[src/sv/itoa_pkg.sv]
// Shared types and character constants for the integer-to-text radix converter.
`default_nettype none
package itoa_pkg;

  localparam int DIGIT_W = 6;   // one digit of a radix up to 36
  localparam int CHAR_W  = 7;   // ASCII code

  localparam logic [CHAR_W-1:0]  CH_MINUS      = 7'h2D;  // '-'
  localparam logic [CHAR_W-1:0]  CH_ZERO       = 7'h30;  // '0'
  localparam logic [CHAR_W-1:0]  CH_LETTER_GAP = 7'd7;   // 'A' - 10 - '0'
  localparam logic [DIGIT_W-1:0] RADIX_MIN     = 6'd2;
  localparam logic [DIGIT_W-1:0] RADIX_MAX     = 6'd36;
  localparam logic [DIGIT_W-1:0] DIGIT_TEN     = 6'd10;

  // controller -> datapath
  typedef struct packed {
    logic load;       // capture a new word, sign and radix
    logic step;       // one restoring-division bit
    logic push;       // store the finished remainder digit
    logic emit_sign;  // send '-'
    logic pop;        // send the top digit
    logic pop_last;   // the popped digit ends the number
  } itoa_cmd_t;

  // datapath -> controller
  typedef struct packed {
    logic neg;        // captured word is negative
    logic quo_zero;   // quotient of the last division is zero
    logic empty;      // digit stack holds nothing
    logic one_left;   // digit stack holds exactly one digit
    logic out_free;   // output register can take a character
  } itoa_stat_t;

  function automatic logic [CHAR_W-1:0] digit_char(input logic [DIGIT_W-1:0] d);
    logic [CHAR_W-1:0] c;
    c = CH_ZERO + {1'b0, d};
    if (d >= DIGIT_TEN) c = c + CH_LETTER_GAP;
    return c;
  endfunction

endpackage
`default_nettype wire

[src/sv/integer_to_ascii_radix_unit.sv]
// Top level of the integer-to-text radix converter.
// Operation: each digit of an accepted word comes from one pass of the restoring
//   divider; then the characters go out ('-' if negative, then the digits), each
//   waiting until the output register is free.
// One word at a time: the next is taken only once the last character of the
//   current one is loaded for output. The restoring divider makes one bit per cycle.
// Reset (rst, synchronous): returns to idle and empties the output register.
`default_nettype none
module integer_to_ascii_radix_unit #(
  parameter int WIDTH = 32
) (
  input  wire logic        clk,
  input  wire logic        rst,
  // input channel
  input  wire logic        in_valid,
  output logic             in_stall,
  input  wire logic        cmd,
  input  wire logic [31:0] value,
  input  wire logic [5:0]  base,
  // output channel, one character per transfer
  output logic             out_valid,
  input  wire logic        out_stall,
  output logic [6:0]       char_out,
  output logic             last
);

  itoa_pkg::itoa_cmd_t  ctl;
  itoa_pkg::itoa_stat_t st;

  // Controller: walks division rounds per digit, then sign and digits out.
  itoa_ctrl #(.WIDTH(WIDTH)) u_ctrl (
    .clk      (clk),
    .rst      (rst),
    .in_valid (in_valid),
    .in_stall (in_stall),
    .st       (st),
    .cmd      (ctl)
  );

  // Datapath: digits come out of the divider least significant first and are
  // stacked so they leave most significant first.
  itoa_dp #(.WIDTH(WIDTH)) u_dp (
    .clk       (clk),
    .rst       (rst),
    .cmd       (ctl),
    .st        (st),
    .cmd_in    (cmd),
    .value     (value),
    .base      (base),
    .char_out  (char_out),
    .last      (last),
    .out_valid (out_valid),
    .out_stall (out_stall)
  );

  // A load happens exactly on an input transfer.
  a_load_on_transfer: assert property (@(posedge clk) disable iff (rst)
    ctl.load == (in_valid && !in_stall))
    else $error("load not aligned with input transfer");

  // Never pop an empty digit stack.
  a_no_empty_pop: assert property (@(posedge clk) disable iff (rst)
    ctl.pop |-> !st.empty)
    else $error("pop from empty digit stack");

  // Once a word is taken the block is busy in the next cycle.
  a_busy_after_accept: assert property (@(posedge clk) disable iff (rst)
    (in_valid && !in_stall) |=> in_stall)
    else $error("input accepted back to back");

  // A character is loaded only when the output register can take it.
  a_no_overwrite: assert property (@(posedge clk) disable iff (rst)
    (ctl.pop || ctl.emit_sign) |-> (!out_valid || !out_stall))
    else $error("stalled character overwritten");

endmodule
`default_nettype wire

[src/sv/itoa_ctrl.sv]
// Sequencing state machine for the integer-to-text radix converter.
`default_nettype none
module itoa_ctrl #(
  parameter int WIDTH = 32
) (
  input  wire logic                 clk,
  input  wire logic                 rst,
  input  wire logic                 in_valid,
  output logic                      in_stall,
  input  wire itoa_pkg::itoa_stat_t st,
  output itoa_pkg::itoa_cmd_t       cmd
);

  localparam int CW = (WIDTH > 1) ? $clog2(WIDTH) : 1;

  typedef enum logic [4:0] {
    S_IDLE = 5'b00001,
    S_DIV  = 5'b00010,
    S_PUSH = 5'b00100,
    S_SIGN = 5'b01000,
    S_EMIT = 5'b10000
  } state_t;

  state_t          state, state_next;
  logic [CW-1:0]   cnt, cnt_next;

  assign in_stall = (state != S_IDLE);

  always_comb begin
    state_next = state;
    cnt_next   = cnt;
    cmd        = '0;
    case (state)
      S_IDLE: begin
        if (in_valid) begin
          cmd.load   = 1'b1;
          cnt_next   = '0;
          state_next = S_DIV;
        end
      end
      S_DIV: begin
        cmd.step = 1'b1;
        cnt_next = cnt + 1'b1;
        if (cnt == CW'(WIDTH - 1)) state_next = S_PUSH;
      end
      S_PUSH: begin
        cmd.push = 1'b1;
        cnt_next = '0;
        if (!st.quo_zero) state_next = S_DIV;
        else if (st.neg)  state_next = S_SIGN;
        else              state_next = S_EMIT;
      end
      S_SIGN: begin
        if (st.out_free) begin
          cmd.emit_sign = 1'b1;
          state_next    = S_EMIT;
        end
      end
      S_EMIT: begin
        if (st.out_free) begin
          cmd.pop      = 1'b1;
          cmd.pop_last = st.one_left;
          if (st.one_left) state_next = S_IDLE;
        end
      end
      default: state_next = S_IDLE;
    endcase
  end

  always_ff @(posedge clk) begin
    if (rst) begin
      state <= S_IDLE;
      cnt   <= '0;
    end else begin
      state <= state_next;
      cnt   <= cnt_next;
    end
  end

endmodule
`default_nettype wire

[src/sv/itoa_dp.sv]
// Datapath: bit-serial divider, digit stack and output register.
`default_nettype none
module itoa_dp #(
  parameter int WIDTH = 32
) (
  input  wire logic                 clk,
  input  wire logic                 rst,
  input  wire itoa_pkg::itoa_cmd_t  cmd,
  output itoa_pkg::itoa_stat_t      st,
  input  wire logic                 cmd_in,
  input  wire logic [31:0]          value,
  input  wire logic [5:0]           base,
  output logic [6:0]                char_out,
  output logic                      last,
  output logic                      out_valid,
  input  wire logic                 out_stall
);

  localparam int DW = itoa_pkg::DIGIT_W;
  localparam int SW = $clog2(WIDTH + 1);

  logic [WIDTH-1:0] quo;
  logic [DW-1:0]    rem;
  logic [DW-1:0]    radix;
  logic             neg;
  logic [DW-1:0]    stk [WIDTH];
  logic [SW-1:0]    depth;

  logic [WIDTH-1:0] mag_in;
  logic [DW-1:0]    radix_in;
  logic [DW:0]      shifted;
  logic             ge;
  logic [DW:0]      rem_wide;

  always_comb begin
    mag_in = WIDTH'(value);
    if (cmd_in && mag_in[WIDTH-1]) mag_in = '0 - mag_in;
    if (base < itoa_pkg::RADIX_MIN)      radix_in = itoa_pkg::RADIX_MIN;
    else if (base > itoa_pkg::RADIX_MAX) radix_in = itoa_pkg::RADIX_MAX;
    else                                 radix_in = base;
    shifted  = {rem, quo[WIDTH-1]};
    ge       = (shifted >= {1'b0, radix});
    rem_wide = ge ? (shifted - {1'b0, radix}) : shifted;
  end

  // divider
  always_ff @(posedge clk) begin
    if (cmd.load) begin
      quo   <= mag_in;
      rem   <= '0;
      radix <= radix_in;
      neg   <= cmd_in && value[(WIDTH > 32) ? 0 : WIDTH-1] && (WIDTH <= 32);
    end else if (cmd.step) begin
      quo <= {quo[WIDTH-2:0], ge};
      rem <= rem_wide[DW-1:0];
    end else if (cmd.push) begin
      rem <= '0;
    end
  end

  // digit stack, top at entry 0
  always_ff @(posedge clk) begin
    if (cmd.push) begin
      stk[0] <= rem;
      for (int i = 1; i < WIDTH; i++) stk[i] <= stk[i-1];
    end else if (cmd.pop) begin
      for (int i = 0; i < WIDTH - 1; i++) stk[i] <= stk[i+1];
    end
  end

  always_ff @(posedge clk) begin
    if (rst)           depth <= '0;
    else if (cmd.push) depth <= depth + 1'b1;
    else if (cmd.pop)  depth <= depth - 1'b1;
  end

  // output register
  always_ff @(posedge clk) begin
    if (rst) begin
      out_valid <= 1'b0;
    end else if (cmd.emit_sign || cmd.pop) begin
      out_valid <= 1'b1;
    end else if (!out_stall) begin
      out_valid <= 1'b0;
    end
  end

  always_ff @(posedge clk) begin
    if (cmd.emit_sign) begin
      char_out <= itoa_pkg::CH_MINUS;
      last     <= 1'b0;
    end else if (cmd.pop) begin
      char_out <= itoa_pkg::digit_char(stk[0]);
      last     <= cmd.pop_last;
    end
  end

  always_comb begin
    st.neg      = neg;
    st.quo_zero = (quo == '0);
    st.empty    = (depth == '0);
    st.one_left = (depth == SW'(1));
    st.out_free = !out_valid || !out_stall;
  end

endmodule
`default_nettype wire

[config.mk]
export PLATFORM = sky130hd
export DESIGN_NAME = integer_to_ascii_radix_unit
export DESIGN_NICKNAME = d
export VERILOG_FILES = /design/src/sv/itoa_pkg.sv /design/src/sv/integer_to_ascii_radix_unit.sv /design/src/sv/itoa_ctrl.sv /design/src/sv/itoa_dp.sv
export SDC_FILE = /design/constraint.sdc
export NUM_CORES = 1
export LEC_CHECK = 0
export BUFFER_PORTS_ARGS = -buffer_cell sky130_fd_sc_hd__buf_2
export CAP_MARGIN = 10
export CORE_MARGIN = 2
export CORE_UTILIZATION = 50
export CTS_CLUSTER_SIZE = 10
export DETAILED_ROUTE_END_ITERATION = 10
export PLACE_DENSITY = 0.78
export SLEW_MARGIN = 20
export SYNTH_ARGS = -nofsm -noshare
export SYNTH_HDL_FRONTEND = slang
export SYNTH_HIERARCHICAL = 1
export SYNTH_SLANG_ARGS = --single-unit
[constraint.sdc]
create_clock -name clk -period 6.56 [get_ports clk]
set_input_delay 0.328 -clock clk [delete_from_list [all_inputs] [get_ports clk]]
set_output_delay 0.328 -clock clk [all_outputs]
set_load 0.005 [all_outputs]
==> impl_metrics.toml <==
[clock_tree]
cts_resized = 0
cts-root-buf = "clkbuf_16"
cts_tree = "done"
clk_pin_slew_ns = 0.05
cts_buffers = 30
holdBufCountCts = 0
clk_latency_ns = 0.54
clock_path_buffers = 3
cts_setup_buffers = 0
cts.sinks = 262
htreeDepth = 1

[sta]
skew_ns = 0.0149
report.final.setup_viol = 0
tns_ns = 0
finalCritPeriodShare_pct = 53.8
hold_viol = 0
slew_viol_final = 0
finalCriticalPeriod_ns = 3.53
max_freq_ghz = 0.283
rsz0062_at_grt = "no"
tightest_slew_ns = 0.961
relSlewSlack_pct = 35.6

[global_route]
grt_pass1_wl_mm = 34.1
grt_pass1_vias = 6985
grt_max_degree = 125
antenna_found_initial = 1
grt_overflow = 0
track_usage_pct = 15.7

[layout]
utilization_pct = 56.9
diodes = 0
finalInstanceArea_um2 = 13800
fillCellCount = 1901
drive_gt1_share_pct = 31.3
syn2layout_area_growth_pct = 11.7
nNetsFinal = 1004

[route]
vias_per_cell = 5.54
drt-initial-drc-count = 559
dr.pass1.iters = 5
antenna_left = 0
drt-total-wl_mm = 20.7
wl_per_cell_um = 16.0
drcViolationCount = 0
vias = 7155

[worst_setup_path]
crit_slowest_cell = "or2_4"
path_cells = "or3_4 > nor3_2 > or2_4 > buf_12"
critPathLaunchType = "flop"
crit_path_end_kind = "flop"
slowest_delay_ns = 0.84
cp.arrival_ns = 3.71
crit_fanout = 124
worstSetupPathType = "reg2reg"
worstPathRequired_ns = 6.74

[pwr]
p_leak_nw = 4.74
peakVddDrop_v = 0.000159
power_density_nw_per_um2 = 259

[synthesis]
syn_area_um2 = 12400
synth_area_per_cell_um2 = 13.8
synth_cells = 896
ys.warnings.count = 6
synth_nets = 956

[floorplanning]
ioPinCount = 53
dieHeight_um = 161
start_util_pct = 51.0
core_um2 = 24300
die_w_um = 161
die_area_um2 = 26100
rows = 57

[worst_hold_path]
min_path_type = "in2reg"

[run_status]
status = "complete, no violations"

[placement]
dp_hpwl_mm = 13.1
gp_congestion = 0.843
io_buffers = 52
dpl_cell_area_um2 = 13000

[run]
drv_cap = 0
-- layout make-up --
cell class	instances	area [um^2]	share of cell area, %
timing repair buffer	58	318	2.30
tap	324	405	2.93
multi-input combinational	560	4570	33.0
sequential	262	7560	54.6
clock inverter	2	20.0	0.145
clock buffer	54	851	6.15
inverter	32	120	0.868
-- worst max-delay path: cells and delay by family (launching register included) --
family,cells,cell delay (ns)
AND/OR/NAND/NOR,3,2.07
buffers and inverters,1,0.57
flip-flops,1,0.40
-- flip-flops by register name, summed over array words and instances, names as in the netlist --
| register | flops |
|---|---|
| u_dp/stk | 192 |
| u_dp/quo | 32 |
| u_dp/char_out | 7 |
| u_dp/depth | 6 |
| u_dp/radix | 6 |
| u_dp/rem | 6 |
| u_ctrl/cnt | 5 |
| u_ctrl/state | 5 |
| u_dp/last | 1 |
| u_dp/neg | 1 |
| u_dp/out_valid | 1 |
-- through the flow --
step	std cells	hold slack [ns]	total power, mW	worst slack [ns]
after global placement	1236	0.431	2.13	3.08
after detailed placement	1236	0.436	2.13	3.03
after CTS	1292	0.0216	3.61	3.04
after floorplan	896	0.397	2.07	2.09
after global routing	1292	0.0459	3.70	2.81
final	1292	0.0411	3.58	3.03
-- cell usage in the layout (no fill, tap or decap), types with 23 or more instances in the layout --
cell / instances
xnor2_1: 25
clkbuf_1: 23
dfxtp_1: 31
inv_1: 30
clkbuf_16: 30
mux2_2: 191
nor2_1: 61
a21oi_1: 44
buf_2: 52
edfxtp_1: 231
nand2_1: 33
-- final timing paths --
kind / startpoint / end / slack [ns] / cells past startpoint
worst min register to register: u_dp/stk[1][88] / u_dp/stk[1][94] / 0.45 / 0
worst min-delay path: base[5] / u_dp/radix[5] / 0.04 / 1
worst max register to register: u_ctrl/state[1] / u_dp/stk[1][74] / 3.03 / 4
worst max-delay path: u_ctrl/state[1] / u_dp/stk[1][74] / 3.03 / 4
-- report_power, final --
group | switching (mW) | leakage [nW] | internal (mW)
Combinational | 0.125 | 2.00 | 0.0857
Sequential | 0.0275 | 2.33 | 1.86
Clock | 0.614 | 0.413 | 0.866
-- metal layers --
metal / share of wire, % / vias up / track usage, %
met5: 0 / - / 0
met4: 2.3 / 0 / 4.46
met3: 3.8 / 38 / 2.49
met2: 46 / 148 / 24.8
met1: 48 / 3465 / 22.5
li1: - / 3504 / -
Power figures use the tool's default switching activity.
